===== src/rtl/csf_pkg.sv =====
`timescale 1ns / 1ps
// csf_pkg: shared types, constants and header helpers for the chunk stream framer
// no dependencies; imported by csf_builder, csf_emitter, chunk_stream_framer_unit and the testbench
package csf_pkg;

  localparam int unsigned MAX_BYTES   = 18;
  localparam int unsigned BODY_BYTES  = 15;
  localparam int unsigned CNT_W       = $clog2(MAX_BYTES + 1);

  localparam logic [23:0] CHUNK_SIZE_RESET = 24'd128;
  localparam logic [23:0] TS_CLAMP         = 24'hffffff;
  localparam logic [31:0] EXT_TS_MIN       = 32'h00ffffff;
  localparam logic [16:0] ID_2BYTE         = 17'd64;
  localparam logic [16:0] ID_3BYTE         = 17'd319;

  localparam logic [1:0] FMT_FULL = 2'd0;
  localparam logic [1:0] FMT_CONT = 2'd3;

  typedef enum logic {
    CMD_START   = 1'b0,
    CMD_PAYLOAD = 1'b1
  } csf_cmd_t;

  typedef logic [MAX_BYTES-1:0][7:0]  burst_bytes_t;
  typedef logic [BODY_BYTES-1:0][7:0] body_bytes_t;

  // everything one input word turns into; byte 0 goes out first
  typedef struct packed {
    burst_bytes_t       bytes;
    logic [CNT_W-1:0]   count;
    logic               err;
  } burst_t;

  typedef struct packed {
    logic [2:0][7:0] bytes;
    logic [1:0]      len;
  } basic_hdr_t;

  function automatic basic_hdr_t csf_basic_hdr(input logic [1:0] fmt, input logic [16:0] id);
    basic_hdr_t h;
    logic [16:0] v;
    v = id - ID_2BYTE;
    h.bytes = '0;
    if (id >= ID_3BYTE) begin
      h.bytes[0] = {fmt, 6'd1};
      h.bytes[1] = v[7:0];
      h.bytes[2] = v[15:8];
      h.len = 2'd3;
    end else if (id >= ID_2BYTE) begin
      h.bytes[0] = {fmt, 6'd0};
      h.bytes[1] = v[7:0];
      h.len = 2'd2;
    end else begin
      h.bytes[0] = {fmt, id[5:0]};
      h.len = 2'd1;
    end
    return h;
  endfunction

  // basic header first, body right behind it
  function automatic burst_bytes_t csf_place(input logic [2:0][7:0] hdr, input logic [1:0] hlen,
                                             input body_bytes_t body);
    burst_bytes_t o;
    logic [4:0] j;
    o = '0;
    for (int i = 0; i < MAX_BYTES; i++) begin
      j = 5'(i) - {3'd0, hlen};
      if (5'(i) < {3'd0, hlen}) begin
        o[i] = hdr[i[1:0]];
      end else if (j < 5'(BODY_BYTES)) begin
        o[i] = body[j[3:0]];
      end
    end
    return o;
  endfunction

endpackage


===== src/rtl/csf_builder.sv =====
`timescale 1ns / 1ps
// csf_builder: message state, chunk size register and per-word burst assembly
// depends on csf_pkg
module csf_builder (
  input  logic                 clk,
  input  logic                 rst_n,
  input  logic                 cfg_wr_en,
  input  logic [23:0]          cfg_wr_data,
  input  logic                 in_fire,
  input  logic                 in_command,
  input  logic [16:0]          in_chunk_stream_id,
  input  logic [31:0]          in_msg_timestamp,
  input  logic [23:0]          in_msg_length,
  input  logic [7:0]           in_msg_type,
  input  logic [31:0]          in_msg_stream_id,
  input  logic [7:0]           in_payload_byte,
  output csf_pkg::burst_t      burst
);
  import csf_pkg::*;

  logic [23:0] chunk_size_r;
  logic        open_r, open_nxt;
  logic [16:0] cur_id_r, cur_id_nxt;
  logic [31:0] cur_ts_r, cur_ts_nxt;
  logic [23:0] rem_r, rem_nxt;
  logic [23:0] bic_r, bic_nxt;

  logic [23:0] size;
  logic        start_ext, cur_ext, new_chunk;
  logic [23:0] tsf;
  basic_hdr_t  hdr_start, hdr_cont;
  body_bytes_t body;
  logic [1:0]  hlen;

  always_comb begin
    size      = (chunk_size_r == '0) ? 24'd1 : chunk_size_r;
    start_ext = in_msg_timestamp >= EXT_TS_MIN;
    cur_ext   = cur_ts_r >= EXT_TS_MIN;
    tsf       = start_ext ? TS_CLAMP : in_msg_timestamp[23:0];
    new_chunk = bic_r >= size;
    hdr_start = csf_basic_hdr(FMT_FULL, in_chunk_stream_id);
    hdr_cont  = csf_basic_hdr(FMT_CONT, cur_id_r);

    open_nxt   = open_r;
    cur_id_nxt = cur_id_r;
    cur_ts_nxt = cur_ts_r;
    rem_nxt    = rem_r;
    bic_nxt    = bic_r;
    body       = '0;
    hlen       = 2'd0;
    burst      = '0;

    unique case (csf_cmd_t'(in_command))
      CMD_START: begin
        body[0]  = tsf[23:16];
        body[1]  = tsf[15:8];
        body[2]  = tsf[7:0];
        body[3]  = in_msg_length[23:16];
        body[4]  = in_msg_length[15:8];
        body[5]  = in_msg_length[7:0];
        body[6]  = in_msg_type;
        body[7]  = in_msg_stream_id[7:0];
        body[8]  = in_msg_stream_id[15:8];
        body[9]  = in_msg_stream_id[23:16];
        body[10] = in_msg_stream_id[31:24];
        if (start_ext) begin
          body[11] = in_msg_timestamp[31:24];
          body[12] = in_msg_timestamp[23:16];
          body[13] = in_msg_timestamp[15:8];
          body[14] = in_msg_timestamp[7:0];
        end
        burst.bytes = csf_place(hdr_start.bytes, hdr_start.len, body);
        burst.count = CNT_W'(hdr_start.len) + CNT_W'(11) + (start_ext ? CNT_W'(4) : '0);
        open_nxt    = 1'b1;
        cur_id_nxt  = in_chunk_stream_id;
        cur_ts_nxt  = in_msg_timestamp;
        rem_nxt     = in_msg_length;
        bic_nxt     = '0;
      end
      CMD_PAYLOAD: begin
        if (!open_r || rem_r == '0) begin
          // dropped word: one flagged result, nothing sent
          burst.count = CNT_W'(1);
          burst.err   = 1'b1;
        end else begin
          if (new_chunk && cur_ext) begin
            body[0] = cur_ts_r[31:24];
            body[1] = cur_ts_r[23:16];
            body[2] = cur_ts_r[15:8];
            body[3] = cur_ts_r[7:0];
            body[4] = in_payload_byte;
          end else begin
            body[0] = in_payload_byte;
          end
          hlen        = new_chunk ? hdr_cont.len : 2'd0;
          burst.bytes = csf_place(hdr_cont.bytes, hlen, body);
          burst.count = CNT_W'(hlen) + ((new_chunk && cur_ext) ? CNT_W'(5) : CNT_W'(1));
          bic_nxt     = new_chunk ? 24'd1 : bic_r + 24'd1;
          rem_nxt     = rem_r - 24'd1;
          open_nxt    = rem_r != 24'd1;
        end
      end
      default: ;
    endcase
  end

  always_ff @(posedge clk) begin
    if (!rst_n) begin
      chunk_size_r <= CHUNK_SIZE_RESET;
      open_r       <= 1'b0;
      cur_id_r     <= '0;
      cur_ts_r     <= '0;
      rem_r        <= '0;
      bic_r        <= '0;
    end else begin
      if (cfg_wr_en) begin
        chunk_size_r <= cfg_wr_data;
      end
      if (in_fire) begin
        open_r   <= open_nxt;
        cur_id_r <= cur_id_nxt;
        cur_ts_r <= cur_ts_nxt;
        rem_r    <= rem_nxt;
        bic_r    <= bic_nxt;
      end
    end
  end

endmodule


===== src/rtl/csf_emitter.sv =====
`timescale 1ns / 1ps
// csf_emitter: holds one burst and plays it out a byte per cycle, while out_ready allows, into the output register
// depends on csf_pkg
module csf_emitter (
  input  logic              clk,
  input  logic              rst_n,
  input  logic              burst_load,
  input  csf_pkg::burst_t   burst_in,
  output logic              take_ok,
  output logic              out_valid,
  input  logic              out_ready,
  output logic [7:0]        out_byte,
  output logic              out_byte_valid,
  output logic              out_error,
  output logic              out_last
);
  import csf_pkg::*;

  burst_t             burst_r;
  logic               full_r;
  logic [CNT_W-1:0]   idx_r;
  logic               ovalid_r;
  logic [7:0]         obyte_r;
  logic               obv_r, oerr_r, olast_r;

  logic               last_pos, out_load;

  always_comb begin
    last_pos = idx_r == (burst_r.count - CNT_W'(1));
    out_load = full_r && (!ovalid_r || out_ready);
    // burst slot frees as its last byte moves to the output register
    take_ok  = !full_r || (out_load && last_pos);
  end

  always_ff @(posedge clk) begin
    if (!rst_n) begin
      full_r   <= 1'b0;
      idx_r    <= '0;
      ovalid_r <= 1'b0;
    end else begin
      if (out_load) begin
        ovalid_r <= 1'b1;
      end else if (out_ready) begin
        ovalid_r <= 1'b0;
      end
      if (burst_load) begin
        full_r <= 1'b1;
        idx_r  <= '0;
      end else if (out_load && last_pos) begin
        full_r <= 1'b0;
      end else if (out_load) begin
        idx_r <= idx_r + CNT_W'(1);
      end
    end
  end

  always_ff @(posedge clk) begin
    if (burst_load) begin
      burst_r <= burst_in;
    end
    if (out_load) begin
      obyte_r <= burst_r.bytes[idx_r];
      obv_r   <= !burst_r.err;
      oerr_r  <= burst_r.err;
      olast_r <= last_pos;
    end
  end

  assign out_valid      = ovalid_r;
  assign out_byte       = obyte_r;
  assign out_byte_valid = obv_r;
  assign out_error      = oerr_r;
  assign out_last       = olast_r;

endmodule


===== src/rtl/chunk_stream_framer_unit.sv =====
`timescale 1ns / 1ps
// chunk_stream_framer_unit: top level of the chunk stream framer
// depends on csf_pkg, csf_builder, csf_emitter
//
//   channel  | handshake              | carries
//   ---------+------------------------+------------------------------------------
//   in_      | in_valid / in_ready    | command, header fields, payload byte
//   out_     | out_valid / out_ready  | out_byte, byte_valid, error, last
//   cfg_     | cfg_wr_en              | chunk size, 24 bits
//
// each accepted word is turned into a burst of 1 to 18 bytes in the cycle it is taken;
// the burst register then feeds the output register one byte per cycle while out_ready allows
// a payload word with no chunk header is a one-byte burst, so such words stream at one a cycle while out_ready is high
// a start word or a chunk boundary holds the input until the last byte of its burst moves to the output register
// reset is synchronous and active low; chunk size returns to 128, no message open
// out_ready low stalls the output register and, once the burst is waiting, the input
module chunk_stream_framer_unit (
  input  logic        clk,
  input  logic        rst_n,
  input  logic        cfg_wr_en,
  input  logic [23:0] cfg_wr_data,
  input  logic        in_valid,
  output logic        in_ready,
  input  logic        in_command,
  input  logic [16:0] in_chunk_stream_id,
  input  logic [31:0] in_msg_timestamp,
  input  logic [23:0] in_msg_length,
  input  logic [7:0]  in_msg_type,
  input  logic [31:0] in_msg_stream_id,
  input  logic [7:0]  in_payload_byte,
  output logic        out_valid,
  input  logic        out_ready,
  output logic [7:0]  out_byte,
  output logic        out_byte_valid,
  output logic        out_error,
  output logic        out_last
);
  import csf_pkg::*;

  logic   in_fire;
  burst_t burst;

  assign in_fire = in_valid && in_ready;

  csf_builder u_builder (
    .clk                (clk),
    .rst_n              (rst_n),
    .cfg_wr_en          (cfg_wr_en),
    .cfg_wr_data        (cfg_wr_data),
    .in_fire            (in_fire),
    .in_command         (in_command),
    .in_chunk_stream_id (in_chunk_stream_id),
    .in_msg_timestamp   (in_msg_timestamp),
    .in_msg_length      (in_msg_length),
    .in_msg_type        (in_msg_type),
    .in_msg_stream_id   (in_msg_stream_id),
    .in_payload_byte    (in_payload_byte),
    .burst              (burst)
  );

  csf_emitter u_emitter (
    .clk            (clk),
    .rst_n          (rst_n),
    .burst_load     (in_fire),
    .burst_in       (burst),
    .take_ok        (in_ready),
    .out_valid      (out_valid),
    .out_ready      (out_ready),
    .out_byte       (out_byte),
    .out_byte_valid (out_byte_valid),
    .out_error      (out_error),
    .out_last       (out_last)
  );

`ifndef SYNTHESIS
  a_drop_single : assert property (@(posedge clk) disable iff (!rst_n)
    in_fire && burst.err |-> burst.count == CNT_W'(1))
    else $error("dropped word must give exactly one result");

  a_start_len : assert property (@(posedge clk) disable iff (!rst_n)
    in_fire && in_command == CMD_START |->
      burst.count >= CNT_W'(12) && burst.count <= CNT_W'(MAX_BYTES))
    else $error("start burst length out of range");

  a_err_form : assert property (@(posedge clk) disable iff (!rst_n)
    out_valid && out_error |-> out_last && !out_byte_valid && out_byte == 8'd0)
    else $error("error result malformed");

  a_payload_len : assert property (@(posedge clk) disable iff (!rst_n)
    in_fire && in_command == CMD_PAYLOAD |->
      burst.count >= CNT_W'(1) && burst.count <= CNT_W'(8))
    else $error("payload burst length out of range");
`endif

endmodule


===== config.mk =====
export PLATFORM = sky130hd
export DESIGN_NAME = chunk_stream_framer_unit
export DESIGN_NICKNAME = d
export VERILOG_FILES = /design/src/rtl/csf_pkg.sv /design/src/rtl/csf_builder.sv /design/src/rtl/csf_emitter.sv /design/src/rtl/chunk_stream_framer_unit.sv
export SDC_FILE = /design/constraint.sdc
export NUM_CORES = 1
export LEC_CHECK = 0
export BUFFER_PORTS_ARGS = -buffer_cell sky130_fd_sc_hd__buf_2
export CAP_MARGIN = 40
export CORE_MARGIN = 2
export CORE_UTILIZATION = 26
export DETAILED_ROUTE_END_ITERATION = 6
export PLACE_DENSITY = 0.52
export SYNTH_ARGS = -nofsm -noshare
export SYNTH_HDL_FRONTEND = slang
export SYNTH_HIERARCHICAL = 1
export SYNTH_SLANG_ARGS = --single-unit

===== constraint.sdc =====
create_clock -name clk -period 8.2 [get_ports clk]
set_input_delay 0.82 -clock clk [delete_from_list [all_inputs] [get_ports clk]]
set_output_delay 0.82 -clock clk [all_outputs]
set_load 0.01 [all_outputs]

==> reports/metrics.csv, run 1 <==
stage,metric,value,unit
min_path,min_path_type,register to register,
synthesis,synth_nets,2143,
sta,max_freq,200.7,MHz
drt,first_iter_violations,2063,
place,portBuffers,163,
drt,drc_errors,0,
clocking,cts_buffers,37,
job,maxCapViolations,0,
drt,drt_pass1_iterations,6,
worst_setup_path,slowest_delay,0.69,ns
place,dpl_worst_slack,3.330,ns
layout,final_util,30.67,%
sta,final.setup.worst_slack,3.217,ns
pwr,p_leak,7.332,nW
place,hpwl,57620,um
floorplan,die_y,265.1,um
worst_setup_path,crit_arrival,5.26,ns
sta,finClkSkew,0.02460,ns
worst_setup_path,startpoint,u_builder/cur_id_r[7],
sta,setup_violations,0,
layout,syn2layout_area_growth,16.61,%
synthesis,ys_types,91,
sta,worst_pin_slew,0.9810,ns
drt,antenna_left,0,
global_routing,grt_max_degree,75,
synthesis,ys_async_sr_fraction,0,%
clocking,cts_max_level,2,
sta,tns,0,ns
synthesis,syn_area_per_cell,9.073,sq um
worst_setup_path,r2r_start,u_builder/cur_id_r[7],
global_routing,antenna_found_initial,11,
global_routing,grt_pass1_wl,112300,um
clocking,clk_path_buf_depth,3,
drt,wl_per_cell,26.41,um
global_routing,grt_usage,21.55,%
worst_setup_path,r2r_end,u_emitter/burst_r[39],
synthesis,ys_seq_area_share,41.84,%
worst_setup_path,reg2reg_slack,3.22,ns
worst_setup_path,cp-endpoint,u_emitter/burst_r[39],
worst_setup_path,crit_slowest_cell,o21ai_1,
place,finalWeightedCongestion,0.9293,
synthesis,synth_top_area_share,27.27,%
drt,vias,17090,
drt,finalWirelength,77950,um
worst_setup_path,worstPathCellList,inv_1 > ha_1 > or4b_4 > o2111ai_4 > nand3_2 > o21ai_1 > ha_1 > inv_1 > nand2_1 > o311ai_0,
sta,hold_viol_final,0,
layout,drive_gt1_share,16.43,%
pwr,irDropWorstVdd,127.1,uV
clocking,clk_latency,0.58,ns
floorplan,rows,95,
clocking,post-cts-setup-buffers,0,
synthesis,ys_warn_count,6,
floorplan,dieArea,70290,sq um
drt,met1_length,32700,um
worst_setup_path,crit_fanout,27,
sta,rsz0062_at_grt,false,
synthesis,synth_seq_cells,290,
synthesis,synthTopCellsByCount,"nand2_1, nor2_1, a21oi_1",
pwr,power_density,197.6,nW/um^2
clocking,ctsResizeCount,0,
drt,met3_length,7129,um
clocking,cts_hold_buf,0,
synthesis,synth-edff-count,161,
sta,period_needed,4.983,ns
clocking,cts_root_buffer,clkbuf_16,
sta,fin_crit_sh,60.76,%
floorplan,initial_core_util,26.30,%
clocking,cts.clk_slew.worst_paths,0.06,ns
sta,slew_headroom,34.36,%
synthesis,yosysMostFrequentCell,nand2_1,
clocking,clock_sinks,290,
worst_setup_path,crit_required,8.48,ns
drt,dr.max_layer_used,met5,
worst_setup_path,critPathKind,register to register,
drt,vias_per_cell,5.790,
worst_setup_path,worst_setup_path_end_kind,register,
drt,dr_wl_met2,34350,um
global_routing,first_global_vias,16060,
floorplan,core_area,67400,sq um
synthesis,synth_top_area_cell,edfxtp_1,
clocking,cts_tree,yes,
floorplan,die_x,265.1,um
layout,finalNetCount,2236,
global_routing,grt_overflow,0,
synthesis,synthCells,1954,
worst_setup_path,worst_setup_path_start_kind,register,
worst_setup_path,r2r_cells,10,
synthesis,syn-cell-area,17730,sq um
sta,report.final.slew_viol_count,0,
synthesis,synth.area.top_cells,"edfxtp_1, dfxtp_1, nand2_1, a21oi_1, mux2i_1",
synthesis,synth-main-ff-cell,edfxtp_1,
run_status,status,finished clean,
floorplan,io_pins,164,
==> per-stage QoR <==
step	instances	cell area, sq um	hold slack (ns)	total power [mW]
after floorplan	1954	17730	0.4264	2.156
after global placement	2868	19250	0.4678	2.442
after detailed placement	2881	19460	0.4644	2.459
after CTS	2949	20660	0.4664	4.095
after global routing	2951	20670	0.4981	4.214
final	2952	20670	0.4798	4.084
==> final cells by class <==
type	count	area, sq um
Antenna cell	3	7.507
Clock buffer	56	1067
Clock inverter	12	140.1
Fill cell	6959	46720
Inverter	48	180.2
Multi-Input combinational cell	1467	9535
Sequential cell	290	7418
Tap cell	873	1092
Timing Repair Buffer	203	1231
==> worst max-delay path, delay by kind of cell, from the launching register on <==
family	cells	cell delay [ns]
AO/OA/AOI/OAI	3	1.66
adder cells (fa/ha/maj)	2	0.75
buffers and inverters	2	0.60
flip-flops	1	0.33
AND/OR/NAND/NOR	3	1.33
==> cell families after synthesis <==
| group | after synthesis | share of synthesized area, % |
|---|---|---|
| XOR/XNOR | 34 | 1.680 |
| adder cells (fa/ha/maj) | 38 | 2.682 |
| other | 1 | 0.02115 |
| AO/OA/AOI/OAI | 558 | 21.51 |
| buffers and inverters | 197 | 4.573 |
| multiplexers | 121 | 9.147 |
| AND/OR/NAND/NOR | 715 | 18.55 |
| flip-flops | 290 | 41.84 |
==> flip-flops by register name, indices dropped and copies added, names as in the netlist, 5 cells and up <==
name,count
u_builder/cur_id_r,17
u_builder/bic_r,24
u_builder/chunk_size_r,24
u_emitter/out_byte,8
u_emitter/idx_r,5
u_builder/cur_ts_r,32
u_emitter/burst_r,150
u_builder/rem_r,24
==> where the power goes <==
| group | internal [mW] | switching [mW] | total [mW] | leakage [nW] |
|---|---|---|---|---|
| Combinational | 0.247 | 0.490 | 0.737 | 4.11 |
| Sequential | 1.65 | 0.0619 | 1.71 | 2.63 |
| Clock | 0.967 | 0.672 | 1.64 | 0.585 |
| Total | 2.86 | 1.22 | 4.08 | 7.33 |
==> worst min-delay path by stage <==
stage,start,end,slack (ns),cells after the start
after floorplan,u_emitter/burst_r[0],u_emitter/out_error,0.43,0
after global placement,u_builder/cur_id_r[16],u_builder/cur_id_r[16],0.47,2
after detailed placement,u_builder/cur_id_r[16],u_builder/cur_id_r[16],0.46,2
after CTS,cfg_wr_data[9],u_builder/chunk_size_r[9],0.47,3
after global routing,cfg_wr_data[7],u_builder/chunk_size_r[7],0.50,3
final,u_builder/cur_id_r[16],u_builder/cur_id_r[16],0.48,2
==> metal layers <==
layer	vias to the layer above	global-route usage, %
met5	-	0
li1	7574	-
met2	973	33.84
met3	189	4.092
met1	8344	28.99
met4	12	9.085
==> placed cells by master, fill, tap and decap left out, types with 22 or more instances in the layout <==
cell type	count
a31oi_1	24
mux4_2	32
nand4_1	28
mux2i_1	81
o21ai_0	68
dfxtp_1	128
xnor2_1	22
buf_2	165
a21oi_1	162
nor3_1	77
nand2_1	281
buf_4	30
clkbuf_16	37
nor2_1	176
edfxtp_1	161
o22ai_1	42
nand3_1	32
ha_1	38
inv_1	46
a311oi_1	27
No activity file was read; power rests on OpenSTA's default activity.
==> run 2, diff against run 1 <==
PLACE_DENSITY = 0.54   (was 0.52)
clock period = 4.1 ns   (was 8.2 ns; I/O delays follow)
==> reports/metrics.csv, run 2 (synthesized netlist as in run 1, its figures left out) <==
stage,metric,value,unit,change
drt,vias_per_cell,5.846,,was 5.790
floorplan,core_area,67400,sq um,unchanged
sta,hold_viol_final,0,,unchanged
clocking,cts_tree,yes,,unchanged
floorplan,io_pins,164,,unchanged
global_routing,grt_max_degree,117,,was 75
run_status,status,finished clean,,unchanged
drt,wl_per_cell,27.06,um,was 26.41 um
clocking,clock_sinks,290,,unchanged
worst_setup_path,r2r_start,u_builder/chunk_size_r[16],,was u_builder/cur_id_r[7]
layout,drive_gt1_share,18.02,%,was 16.43%
worst_setup_path,r2r_end,u_emitter/burst_r[39],,unchanged
min_path,worstHoldPathCells,3,,was 2
min_path,min_path_type,input port to register,,was register to register
layout,reg_top3,"u_emitter/burst_r: 150 flops, u_builder/cur_ts_r: 32 flops",,unchanged
job,maxCapViolations,0,,unchanged
worst_setup_path,worst_setup_path_end_kind,register,,unchanged
layout,most-common-layout-cells,"nand2_1, nor2_1, buf_2",,unchanged
min_path,worstHoldEndpoint,u_builder/chunk_size_r[7],,was u_builder/cur_id_r[16]
layout,final_area,20960,sq um,"was 20,670 sq um"
clocking,cts_buffers,37,,unchanged
worst_setup_path,crit_fanout,4,,was 27
sta,worst_pin_slew,0.8179,ns,was 0.9810 ns
layout,syn2layout_area_growth,18.20,%,was 16.61%
floorplan,rows,95,,unchanged
sta,fin_crit_sh,91.06,%,was 60.76%
drt,drc_errors,0,,unchanged
place,dpl_worst_slack,0.2705,ns,was 3.330 ns
clocking,cts_hold_buf,0,,unchanged
floorplan,initial_core_util,26.30,%,unchanged
worst_setup_path,crit_slowest_cell,a22oi_1,,was o21ai_1
sta,setup_violations,0,,unchanged
layout,top_register,u_emitter/burst_r,,unchanged
drt,vias,17460,,"was 17,090"
global_routing,first_global_vias,16620,,"was 16,060"
worst_setup_path,crit_arrival,3.99,ns,was 5.26 ns
sta,tns,0,ns,unchanged
sta,final.setup.worst_slack,0.3665,ns,was 3.217 ns
drt,antenna_left,0,,unchanged
sta,hold_ws,0.08055,ns,was 0.4798 ns
clocking,post-cts-setup-buffers,0,,unchanged
global_routing,grt_pass1_wl,116600,um,"was 112,300 um"
layout,largest_reg_flops,150,,unchanged
clocking,cts.clk_slew.worst_paths,0.06,ns,about the same
worst_setup_path,slowest_delay,0.39,ns,was 0.69 ns
worst_setup_path,crit_required,4.35,ns,was 8.48 ns
sta,rsz0062_at_grt,false,,unchanged
place,dpl-instance-area,19750,sq um,"was 19,460 sq um"
global_routing,grt_usage,22.41,%,was 21.55%
drt,finalWirelength,80810,um,"was 77,950 um"
drt,drt_pass1_iterations,5,,was 6
sta,max_freq,267.8,MHz,was 200.7 MHz
place,hpwl,60120,um,"was 57,620 um"
global_routing,grt_overflow,0,,unchanged
sta,finClkSkew,0.02453,ns,was 0.02460 ns
clocking,ctsResizeCount,0,,unchanged
sta,report.final.slew_viol_count,0,,unchanged
layout,layout_commonest_cell,nand2_1,,unchanged
layout,antenna_cells,0,,was 3
pwr,irDropWorstVdd,294.7,uV,was 127.1 uV
clocking,clk_latency,0.57,ns,was 0.58 ns
global_routing,antenna_found_initial,8,,was 11
layout,finalNetCount,2275,,"was 2,236"
clocking,cts_max_level,2,,unchanged
floorplan,die_x,265.1,um,unchanged
drt,first_iter_violations,2158,,"was 2,063"
clocking,cts_root_buffer,clkbuf_16,,unchanged
floorplan,die_y,265.1,um,unchanged
worst_setup_path,reg2reg_slack,0.37,ns,was 3.22 ns
worst_setup_path,worst_setup_path_start_kind,register,,unchanged
floorplan,dieArea,70290,sq um,unchanged
clocking,clk_path_buf_depth,3,,unchanged
worst_setup_path,worstPathCellList,nor4_1 > nand4_1 > o21bai_1 > ha_1 > and3_1 > o21ai_0 > a311o_1 > a31o_1 > nand2_1 > nand2_1 > ha_1 > inv_1 > buf_4 > a22oi_1 > o311ai_0,,was inv_1 > ha_1 > or4b_4 > o2111ai_4 > nand3_2 > o21ai_1 > ha_1 > inv_1 > nand2_1 > o311ai_0
sta,period_needed,3.733,ns,was 4.983 ns
pwr,p_leak,7.516,nW,was 7.332 nW
worst_setup_path,critPathKind,register to register,,unchanged
layout,fillCellCount,6941,,"was 6,959"
pwr,power_density,393.7,nW/um^2,was 197.6 nW/um^2
place,finalWeightedCongestion,0.9936,,was 0.9293
sta,slew_headroom,45.27,%,was 34.36%
worst_setup_path,r2r_cells,15,,was 10
min_path,worstHoldStart,cfg_wr_data[7],,was u_builder/cur_id_r[16]
place,portBuffers,163,,unchanged
==> run 2: layer usage <==
layer | vias to the layer above | routed length (um) | global-route usage, %
met4 | 14 | 4595 | 11.57
met1 | 8622 | 33160 | 29.75
met3 | 214 | 7038 | 3.842
met2 | 962 | 35950 | 35.01
met5 | - | 74 | 0
li1 | 7650 | - | -
==> run 2: cell type report <==
class,count,area [sq um],share of cell area [%]
clock inverter,14,123.9,0.5911
sequential,290,7418,35.40
tap,873,1092,5.213
timing repair buffer,242,1499,7.153
clock buffer,53,1080,5.153
multi-input combinational,1467,9562,45.63
inverter,48,180.2,0.8598
==> run 2: how the worst max path moves through the flow <==
| stage | startpoint | end | slack, ns | cells after the start |
|---|---|---|---|---|
| after global routing | u_builder/chunk_size_r[16] | u_emitter/burst_r[44] | 0.02 | 16 |
| final | u_builder/chunk_size_r[16] | u_emitter/burst_r[39] | 0.37 | 15 |
| after detailed placement | u_builder/chunk_size_r[16] | u_emitter/burst_r[54] | 0.27 | 15 |
| after floorplan | u_emitter/burst_r[1] | u_builder/rem_r[6] | -0.03 | 17 |
| after CTS | u_builder/chunk_size_r[16] | u_emitter/burst_r[54] | 0.27 | 15 |
| after global placement | u_builder/chunk_size_r[16] | u_emitter/burst_r[54] | 0.28 | 15 |
==> run 2: through the flow <==
step | cells | util [%] | power (mW)
6_report | 2987 | 31.09 | 8.249
3_3_place_gp | 2916 | 29.20 | 4.936
4_1_cts | 2987 | 31.09 | 8.256
5_1_grt | 2987 | 31.09 | 8.488
2_1_floorplan | 1954 | - | 4.308
3_5_place_dp | 2920 | 29.30 | 4.957
==> run 2: power breakdown <==
part / internal, mW / switching, mW / leakage [nW]
Sequential: 3.29 / 0.132 / 2.63
Combinational: 0.510 / 1.00 / 4.29
Clock: 1.96 / 1.35 / 0.587
==> run 2: worst max-delay path: cells and delay by family, from the launching register on <==
family          cells  cell delay [ns]
buf+inv             2             0.23
simple gates        5             0.93
flops               1             0.32
fa+ha+maj           2             0.46
compound gates      6             1.49
